**config.mk**
```make
export PLATFORM = sky130hd
export DESIGN_NAME = ghst_occ_track
export DESIGN_NICKNAME = d
export VERILOG_FILES = /design/src/rtl/core/ghst_pkg.sv /design/src/rtl/core/ghst_occ_track.sv
export SDC_FILE = /design/constraint.sdc
export NUM_CORES = 1
export LEC_CHECK = 0
export ABC_AREA = 1
export BUFFER_PORTS_ARGS = -buffer_cell sky130_fd_sc_hd__clkbuf_2
export CORE_UTILIZATION = 65
export CTS_BUF_LIST = sky130_fd_sc_hd__clkbuf_8
export CTS_CLUSTER_DIAMETER = 30
export DETAILED_ROUTE_END_ITERATION = 10
export GPL_ROUTABILITY_DRIVEN = 0
export PLACE_DENSITY = 0.86
export SLEW_MARGIN = 10
export SYNTH_ARGS = -nofsm -noshare
export SYNTH_HDL_FRONTEND = slang
export SYNTH_SLANG_ARGS = --single-unit
```
**constraint.sdc**
```tcl
create_clock -name clk_i -period 4.55 [get_ports clk_i]
set_input_delay 0.2275 -clock clk_i [delete_from_list [all_inputs] [get_ports clk_i]]
set_output_delay 0.2275 -clock clk_i [all_outputs]
set_load 0.1 [all_outputs]
```
**src/rtl/core/ghst_pkg.sv**
```systemverilog
package ghst_pkg;

  localparam int SLOT_COUNT = 64;
  localparam int GEN_BITS   = 16;
  localparam int DATA_BITS  = 64;

  localparam int ADDR_W = $clog2(SLOT_COUNT);
  localparam int CNT_W  = $clog2(SLOT_COUNT + 1);

  localparam int REQ_W  = 3;
  localparam int IDX_W  = 6;
  localparam int HGEN_W = 16;
  localparam int PAY_W  = 64;
  localparam int LIVE_W = 6;

  typedef enum logic [REQ_W-1:0] {
    REQ_CREATE = 3'd0,
    REQ_UPDATE = 3'd1,
    REQ_REMOVE = 3'd2,
    REQ_GET    = 3'd3,
    REQ_COUNT  = 3'd4
  } req_type_e;

  typedef enum logic {
    ST_IDLE,
    ST_EXEC
  } ctrl_state_e;

  typedef struct packed {
    logic [GEN_BITS-1:0]  gen;
    logic [DATA_BITS-1:0] payload;
  } slot_entry_t;

  typedef struct packed {
    logic              occ_set;
    logic              occ_clr;
    logic              gen_mark;
    logic [ADDR_W-1:0] addr;
  } occ_update_t;

  typedef struct packed {
    logic              free_ok;
    logic [ADDR_W-1:0] free_idx;
    logic              occupied;
    logic              gen_valid;
    logic [CNT_W-1:0]  count;
  } occ_status_t;

  // Mask of all slot positions whose index has the given bit set.
  function automatic logic [SLOT_COUNT-1:0] index_bit_mask(input int b);
    logic [SLOT_COUNT-1:0] mask;
    mask = '0;
    for (int i = 0; i < SLOT_COUNT; i++) begin
      mask[i] = ((i >> b) & 1) != 0;
    end
    return mask;
  endfunction

endpackage

```
**src/rtl/core/ghst_occ_track.sv**
```systemverilog
module ghst_occ_track
  import ghst_pkg::*;
(
  input  logic              clk_i,
  input  logic              rst_ni,
  input  occ_update_t       upd_i,
  input  logic [ADDR_W-1:0] query_addr_i,
  output occ_status_t       status_o
);

  logic [SLOT_COUNT-1:0] occ_q, occ_d;
  logic [SLOT_COUNT-1:0] genw_q, genw_d;
  logic [CNT_W-1:0]      count_q, count_d;
  logic [SLOT_COUNT-1:0] free_vec;
  logic [SLOT_COUNT-1:0] lowest_free;
  logic [ADDR_W-1:0]     free_idx;

  // Slot zero is never handed out, so it is masked from the free set.
  assign free_vec    = ~occ_q & ~SLOT_COUNT'(1);
  assign lowest_free = free_vec & (~free_vec + SLOT_COUNT'(1));

  always_comb begin
    for (int b = 0; b < ADDR_W; b++) begin
      free_idx[b] = |(lowest_free & index_bit_mask(b));
    end
  end

  always_comb begin
    occ_d   = occ_q;
    genw_d  = genw_q;
    count_d = count_q;
    if (upd_i.occ_set) begin
      occ_d[upd_i.addr] = 1'b1;
      count_d           = count_q + CNT_W'(1);
    end else if (upd_i.occ_clr) begin
      occ_d[upd_i.addr] = 1'b0;
      count_d           = count_q - CNT_W'(1);
    end
    if (upd_i.gen_mark) begin
      genw_d[upd_i.addr] = 1'b1;
    end
  end

  always_ff @(posedge clk_i or negedge rst_ni) begin
    if (!rst_ni) begin
      occ_q   <= '0;
      genw_q  <= '0;
      count_q <= '0;
    end else begin
      occ_q   <= occ_d;
      genw_q  <= genw_d;
      count_q <= count_d;
    end
  end

  assign status_o.free_ok   = |free_vec;
  assign status_o.free_idx  = free_idx;
  assign status_o.occupied  = occ_q[query_addr_i];
  assign status_o.gen_valid = genw_q[query_addr_i];
  assign status_o.count     = count_q;

endmodule

```
Word level (Yosys, flattened, before mapping):

Cells that the tools add are included.

* register bits: 135
* bits in latches: 0
* memory bits (writable): 0
* memory bits (read-only): 0
* input port bits: 17
* output and inout port bits: 16
* word-level logic and storage cells: 35
* memories kept: 0

* add/sub/neg operators: 3
* multipliers: 0
* divide/modulo/power cells: 0
* $lt $le $gt $ge: 3
* equality and inequality tests: 0
* shifts and indexed selects: 0
* mux-type cells: 10
* bitwise gates (word level): 7
* reduce and logical (&&, ||, !) cells: 9

Operator list (number)
* 64-bit NOT: 3
* 32-bit OR reduction: 6
* 64-bit bitwise AND: 2
* 64-bit two-way mux: 2
* 64-bit bitwise OR: 2
* 64-bit by 1-bit adder with 64-bit output (second input constant): 1
* 63-bit OR reduction: 1
* 6-bit by 7-bit < comparator with 1-bit output (second input constant): 2
* 7-bit two-way mux: 2
* 1-bit binary-select mux with 6-bit select: 2
* 7-bit by 1-bit adder with 7-bit output (second input constant): 1
* 7-bit by 1-bit subtractor with 7-bit output (second input constant): 1
* 1-bit demux with 6-bit select: 1
* 6-bit by 1-bit greater-or-equal comparator with 1-bit output (second input constant): 1
* 1-bit two-way mux: 3
* 2-bit nonzero test: 1
* 1-bit logical AND: 1

Logic depth before layout (Yosys ltp):

Gate-level depths: netlist (run 1).

* depth in word-level cells: 8
* gate-level depth with buffers: 14
* mapped depth without buffers: 12

Least setup slack after synthesis (run 1):

Ideal clock, no wire load.

* path type: reg2out
* from: reg (tool-made name)
* to: out status_o[13] in the netlist's numbering
* data arrival time: 2.035 ns
* required time: 4.323 ns
* path slack: 2.287 ns
* stages on the path, launching flop included: 11
* path buffers: 0
* cells stage by stage: dfrtp_1 > nand2_4 > nor2_8 > nand2_4 > nor2_8 > nand3_1 > nor2_1 > nor2_1 > nand2_1 > nor2_1 > nand3_1

RTL lines
* to (decl): RTL line ghst_occ_track.sv:8 `output occ_status_t status_o`

==> summary.md, run 1 <==
| Metric | Value |
|---|---|
| DR pass1 iterations | `9` |
| Top post-synthesis cells by area | `dfrtp_1 (36%), nand2_1 (12%), o21ai_0 (12%)` |
| Max Buffers Root-to-Sink | `2` |
| Die Y | `123 µm` |
| Cells along the critical path | `nand2_1 > nor2_1 > nand2_1 > nor2_1 > nand2_1 > inv_2 > nand3_1 > nand4_1 > nor2_1 > nand2_1 > clkbuf_2` |
| Worst setup SP type | `flip-flop` |
| Number of antenna diodes | `0` |
| FF+latch count, synth | `~140` |
| Layout Skew | `0.00528 ns` |
| H-tree depth | `4` |
| Tmin final | `3.11 ns` |
| CP bufs+invs | `2` |
| Cell variety after synth | `29` |
| Via-to-Cell Ratio | `roughly 6.1` |
| Number of synthesized flops with an enable pin | `0` |
| Via Count | `10200` |
| Critical path's largest stage delay | `approximately 0.50 ns` |
| Most common cell in the netlist | `nand2_1` |
| Area of the multi-input gates | `0.00509 mm²` |
| Wire per inst | `approximately 18 µm` |
| Layout area overhead | `7.37%` |
| Synth area leader | `dfrtp_1` |
| Leak Pwr | `between 4 and 5 nW` |
| Max_slew headroom | `0.365` |
| Fin nets | `~1500` |
| Worst setup margin | `1.44 ns` |
| GRT Resource Usage Total | `0.420` |
| Status | `complete, no violations` |
| DR iter-0 viols | `about 1500` |
| Std cell rows | `43` |
| Drt drc | `0` |
| Ys flop type | `dfrtp_1` |
| Largest net degree at the start of global routing | `94` |
| RSZ-0062 raised after global routing | `no` |
| Family with the most delay on the worst path | `simple AND/OR/NAND/NOR gates` |
| Cell Area, Synth | `around 0.0095 mm²` |
| WP data required | `4.32 ns` |
| Peak supply drop | `roughly 550 µV` |
| Most used cell, CP | `nand2_1` |
| Clock latency on the worst-skew pair | `0.44 ns` |
| Final period util | `0.683` |
| Synth top cells by count | `nand2_1 (314), nor2_1 (261), o21ai_0 (230)` |
| Fmax | `0.322 GHz` |
| Port Buf Inserts | `32` |
| First-pass GRT wire length | `between 40 and 50 mm` |
| Least-Margin Pin Slew | `0.952 ns` |
| Clock sink total | `approximately 140` |
| Syn Nets | `1506` |
| Hold Fails Final Rpt | `0` |
| Die width | `between 100 and 150 µm` |
| Setup crit end kind | `output port` |
| Clk slew on worst S/H paths | `0.08 ns` |
| Critical path fanouts, max | `6` |
| Layout cells sized above 1 | `0.0728` |
| Cells after synthesis | `1483` |
| Dpl hpwl | `between 20 and 25 mm` |
| Detail Route Antenna Nets | `0` |
| Cts bufs inserted | `17` |
| Overflow after GRT | `0` |
| IO Pins | `33` |
| Synth top area share | `0.357` |
| Slew Limit Fails | `0` |
| Antenna violations before repair | `0` |
| TritonCTS clock tree | `yes` |
| Worst path slowest cell | `dfrtp_1` |
| Final setup violation count | `0` |
| Pwr dens | `372 mW/mm²` |
| Effective utilization at floorplan | `0.674` |
| Vias in the first global route | `about 9400` |
| Root Driver | `clkbuf_8` |
| Area of the die | `about 0.015 mm²` |
| Hold Path Class | `in2reg` |
| MaxCap Viol Count | `0` |
| Register area | `approximately 0.0034 mm²` |
| Post-CTS setup repair buffer count | `0` |
| Synth warn | `0` |
| Syn Area/Cell | `between 6 and 7 µm²` |
| Critical Path AT | `about 2.9 ns` |
| Ys async rst share | `1.00` |
| Setup TNS Final | `0 ns` |
| Register area share after synthesis | `0.357` |
| Routed wire length | `between 20 and 30 mm` |
| Setup WS pre-CTS | `between 1.5 and 2 ns` |
| Critical path type | `reg2out` |
| Core area | `0.0140 mm²` |
| Filler instances | `between 1000 and 1500` |
power breakdown:
group | internal, mW | leakage [nW] | switching [mW] | total [mW]
combinational | 0.275 | 2.90 | 0.741 | 1.02
sequential | 1.42 | 1.64 | 0.287 | 1.71
clock | 0.560 | 0.206 | 0.497 | 1.06
total | 2.26 | 4.74 | 1.52 | 3.78
per-layer routing:
metal	global-route usage	share of wire	wire length, µm
met5	0	0	0
met1	0.551	0.38	11300
met3	0.125	0.14	4080
met2	0.630	0.43	12800
met4	0.211	0.048	1420
worst paths after layout:
check                           start                          to  slack [ns]  cells past startpoint
min in group asynchronous      rst_ni                   genw_q[2]        0.40                      2
max in group asynchronous      rst_ni  asynchronous set/reset pin        3.04                      3
setup / recovery            flip-flop                status_o[10]        1.44                     11
hold / removal               upd_i[6]                  genw_q[27]        0.12                      2
setup reg to reg           count_q[0]                  count_q[6]        2.70                     11
hold reg to reg            genw_q[33]                  genw_q[33]        0.47                      2
timing repair:
item	in CTS	in global routing
gates resized for setup	0	0
hold endpoints to repair	92	0
hold buffers	1	0
cell families after synthesis:
group | Yosys count | synth area share
simple gates | 750 | 0.338
compound gates | 329 | 0.189
buf+inv | 261 | 0.104
flops | 135 | 0.357
fa+ha+maj | 6 | 0.00873
xor+xnor | 2 | 0.00185
per-stage QoR:
step / hold slack [ns] / power (mW) / util / instance area (µm²) / std cells
floorplan: -0.0681 / 2.39 / - / 9460 / 1483
finish: 0.116 / 3.78 / 0.723 / 10200 / 1690
CTS: 0.105 / 3.74 / 0.723 / 10200 / 1690
global route: 0.102 / 3.95 / 0.723 / 10200 / 1690
global placement: 0.368 / 2.67 / 0.692 / 9720 / 1657
detailed placement: 0.364 / 2.70 / 0.692 / 9720 / 1657
worst register-to-register path: stages (launching register included):
cell	delay, ns
dfrtp_1	0.44
fa_1	0.45
nand3_1	0.08
nand3_1	0.09
nand2_1	0.09
nand2_1	0.05
a21oi_1	0.14
o21ai_0	0.09
o21ai_0	0.14
inv_1	0.06
nand2_1	0.06
nand2_1	0.04
layout by cell type (no fill, tap or decap), types with 4 or more instances in the layout:
cell type	netlist	routed
buf_4	0	6
nand4_1	25	25
nand2_2	4	4
nor2_1	261	261
inv_2	4	5
nand3_1	83	83
nor2_2	16	16
ha_1	5	5
o21bai_1	43	43
clkinv_4	0	4
nor3_1	27	27
nand3b_1	7	7
nand2_1	314	314
a31o_2	4	4
clkbuf_2	0	31
a21oi_1	42	42
dfrtp_1	135	135
o211ai_1	8	8
clkbuf_8	0	18
o21ai_0	230	230
inv_1	212	211
nand2_4	4	4
final cells by class:
type / count / share of cell area
Multi-Input combinational cell: 1087 / 0.501
Clock inverter: 14 / 0.0172
Sequential cell: 135 / 0.333
Timing Repair Buffer: 39 / 0.0218
Inverter: 217 / 0.0802
Clock buffer: 18 / 0.0244
Tap cell: 180 / 0.0222
Power figures use the tool's default switching activity.
==> run 2, diff against run 1 <==
CORE_UTILIZATION = 59   (was 65)
PLACE_DENSITY = 0.82   (was 0.86)
clock period = 2.8 ns   (was 4.55 ns; I/O delays follow)
==> summary.md, run 2 (synthesized netlist as in run 1, its figures left out) <==
| Metric | Value |
|---|---|
| Status | `complete, no violations` |
| Critical path type | `reg2out` |
| Slew Limit Fails | `0 (unchanged)` |
| Family with the most delay on the worst path | `simple AND/OR/NAND/NOR gates` |
| Max Buffers Root-to-Sink | `2 (unchanged)` |
| Final setup violation count | `0 (unchanged)` |
| Fin nets | `1529 (+0.59%)` |
| Worst setup SP type | `flip-flop` |
| Reg2Reg Setup Slack | `1.00 ns (-1.70 ns)` |
| Worst R2R Path Depth | `11 (unchanged)` |
| Register area | `0.00338 mm² (about the same)` |
| Worst Hold End | `genw_q[20]` |
| Drt drc | `0 (unchanged)` |
| Antenna violations before repair | `0 (unchanged)` |
| Routed wire length | `29.4 mm (-0.71%)` |
| Clock latency on the worst-skew pair | `0.45 ns (about the same)` |
| Root Driver | `clkbuf_8` |
| Layout area overhead | `9.47%` |
| Reg-to-Reg Start | `count_q[0]` |
| Hold Fails Final Rpt | `0 (unchanged)` |
| Die Y | `129 µm (+4.9%)` |
| Layout cells sized above 1 | `0.0823 (+0.00950)` |
| DR pass1 iterations | `8 (-1)` |
| WP data required | `2.66 ns (-1.66 ns)` |
| Post-CTS setup repair buffer count | `0 (unchanged)` |
| Largest net degree at the start of global routing | `71 (-24%)` |
| Std cell rows | `45 (+4.7%)` |
| Via Count | `10200 (-0.44%)` |
| Setup crit end kind | `output port` |
| Filler instances | `1402 (+19%)` |
| Leading cell types in the layout, fill and taps excluded | `nand2_1 (314), nor2_1 (254), o21ai_0 (230), inv_1 (212), dfrtp_1 (134)` |
| Via-to-Cell Ratio | `5.89 (-2.7%)` |
| Fmax | `0.375 GHz` |
| DR iter-0 viols | `1394 (-8.2%)` |
| Hold Path Class | `in2reg` |
| Clock sink total | `135 (unchanged)` |
| Area of the multi-input gates | `0.00512 mm² (+0.64%)` |
| IO Pins | `33 (unchanged)` |
| GRT Resource Usage Total | `0.376 (-0.0441)` |
| Tmin final | `around 2.7 ns` |
| Clock power share | `0.275 (-0.005)` |
| Pwr dens | `590 mW/mm² (+59%)` |
| CP bufs+invs | `2 (unchanged)` |
| First-pass GRT wire length | `47.4 mm (-0.56%)` |
| Sw power | `2.38 mW (+56%)` |
| Logic pwr share | `0.276 (+0.007)` |
| Max_slew headroom | `0.574 (+0.209)` |
| Die width | `129 µm (+4.9%)` |
| Area of the die | `0.0165 mm² (+10%)` |
| TritonCTS clock tree | `yes` |
| Switching share of power | `0.389 (-0.0141)` |
| Setup TNS Final | `0 ns (unchanged)` |
| H-tree depth | `4 (unchanged)` |
| Overflow after GRT | `0 (unchanged)` |
| Final period util | `0.953` |
| Most common cell after layout, fill and taps aside | `nand2_1` |
| Core area | `0.0154 mm² (+9.9%)` |
| Layout Skew | `0.00260 ns (-0.00268 ns)` |
| RSZ-0062 raised after global routing | `no` |
| Cts bufs inserted | `17 (unchanged)` |
| MaxCap Viol Count | `0 (unchanged)` |
| Critical path fanouts, max | `4 (-2)` |
| Port Buf Inserts | `32 (unchanged)` |
| Worst path slowest cell | `dfrtp_1` |
| Leak Pwr | `4.81 nW (+1.5%)` |
| WP depth | `13 (+2)` |
| Detail Route Antenna Nets | `0 (unchanged)` |
| Cells along the critical path | `nand2_1 > nor2_1 > nand2_1 > nor2_2 > nand2_1 > inv_1 > nand2_1 > nand2_1 > nor2_1 > nand2_1 > nor2_2 > nand2_1 > buf_4` |
| Clk slew on worst S/H paths | `0.07 ns (about the same)` |
| Hold Crit Depth | `2 (unchanged)` |
| Critical path's largest stage delay | `0.46 ns (-0.04 ns)` |
| Dpl hpwl | `21.7 mm (+1.7%)` |
| Min-delay src | `upd_i[6]` |
| Vias in the first global route | `9404 (-0.41%)` |
| Reg-to-Reg End | `count_q[6]` |
| Hold Slack | `0.0508 ns (-0.0655 ns)` |
| Critical Path AT | `2.53 ns (-0.35 ns)` |
| Effective utilization at floorplan | `0.613 (-0.0605)` |
| Peak supply drop | `734 µV (+33%)` |
| Internal Power | `3.74 mW (+66%)` |
| Wire per inst | `17.0 µm (-2.9%)` |
| Reg power frac | `0.449 (-0.003)` |
| Most used cell, CP | `nand2_1` |
| Number of antenna diodes | `0 (unchanged)` |
| Least-Margin Pin Slew | `0.639 ns (-0.313 ns)` |
-- run 2: power by group through the flow --
| stage | Combinational [mW] | Clock (mW) | Sequential, mW |
|---|---|---|---|
| floorplan | 0.910 | 0 | 2.97 |
| global placement | 1.61 | 0 | 2.74 |
| detailed placement | 1.65 | 0 | 2.75 |
| CTS | 1.67 | 1.69 | 2.72 |
| global route | 1.87 | 1.78 | 2.78 |
| finish | 1.69 | 1.68 | 2.74 |
-- run 2: worst reg2reg max path, stage by stage, from the launching register on --
cell	delay, ns
dfrtp_1	0.43
fa_1	0.45
nand3_1	0.09
nand3_1	0.09
nand2_1	0.09
nand2_1	0.06
a21oi_1	0.14
o21ai_0	0.09
o21ai_0	0.11
inv_1	0.06
nand2_1	0.06
nand2_1	0.04
-- run 2: routing by layer --
layer  global-route usage  share of wire
met3               0.0827           0.11
met2                0.557           0.43
met5                    0              0
met4                0.201          0.048
met1                0.516           0.41
-- run 2: how the worst max path moves through the flow --
stage	start	end	slack [ns]
final	flip-flop	status_o[14]	0.13
after global routing	flip-flop	status_o[14]	0.01
after CTS	flip-flop	status_o[13]	0.02
after detailed placement	flip-flop	status_o[11]	0.42
after global placement	flip-flop	status_o[11]	0.42
after floorplan	count_q[0]	count_q[6]	0.62
-- run 2: layout make-up --
cell class / count / area share
Tap cell: 211 / 0.0255
Sequential cell: 135 / 0.326
Timing Repair Buffer: 48 / 0.0338
Multi-Input combinational cell: 1087 / 0.495
Clock inverter: 7 / 0.00870
Inverter: 217 / 0.0787
Clock buffer: 24 / 0.0319
-- run 2: per-stage QoR --
step | setup slack, ns | instances | total power, mW | util | area (µm²)
after CTS | 0.0225 | 1729 | 6.08 | 0.668 | 10300
after global routing | 0.00991 | 1729 | 6.43 | 0.671 | 10400
after global placement | 0.416 | 1697 | 4.35 | 0.640 | 9870
after floorplan | 0.616 | 1483 | 3.88 | - | 9460
final | 0.131 | 1729 | 6.11 | 0.671 | 10400
after detailed placement | 0.417 | 1697 | 4.41 | 0.640 | 9870
-- run 2: repair_timing --
item | 4_1_cts | 5_1_grt
gates resized for setup | 4 | 22
hold buffers | 1 | 0
setup endpoints to repair | 4 | 6
endpoints found under the hold margin | 56 | 0
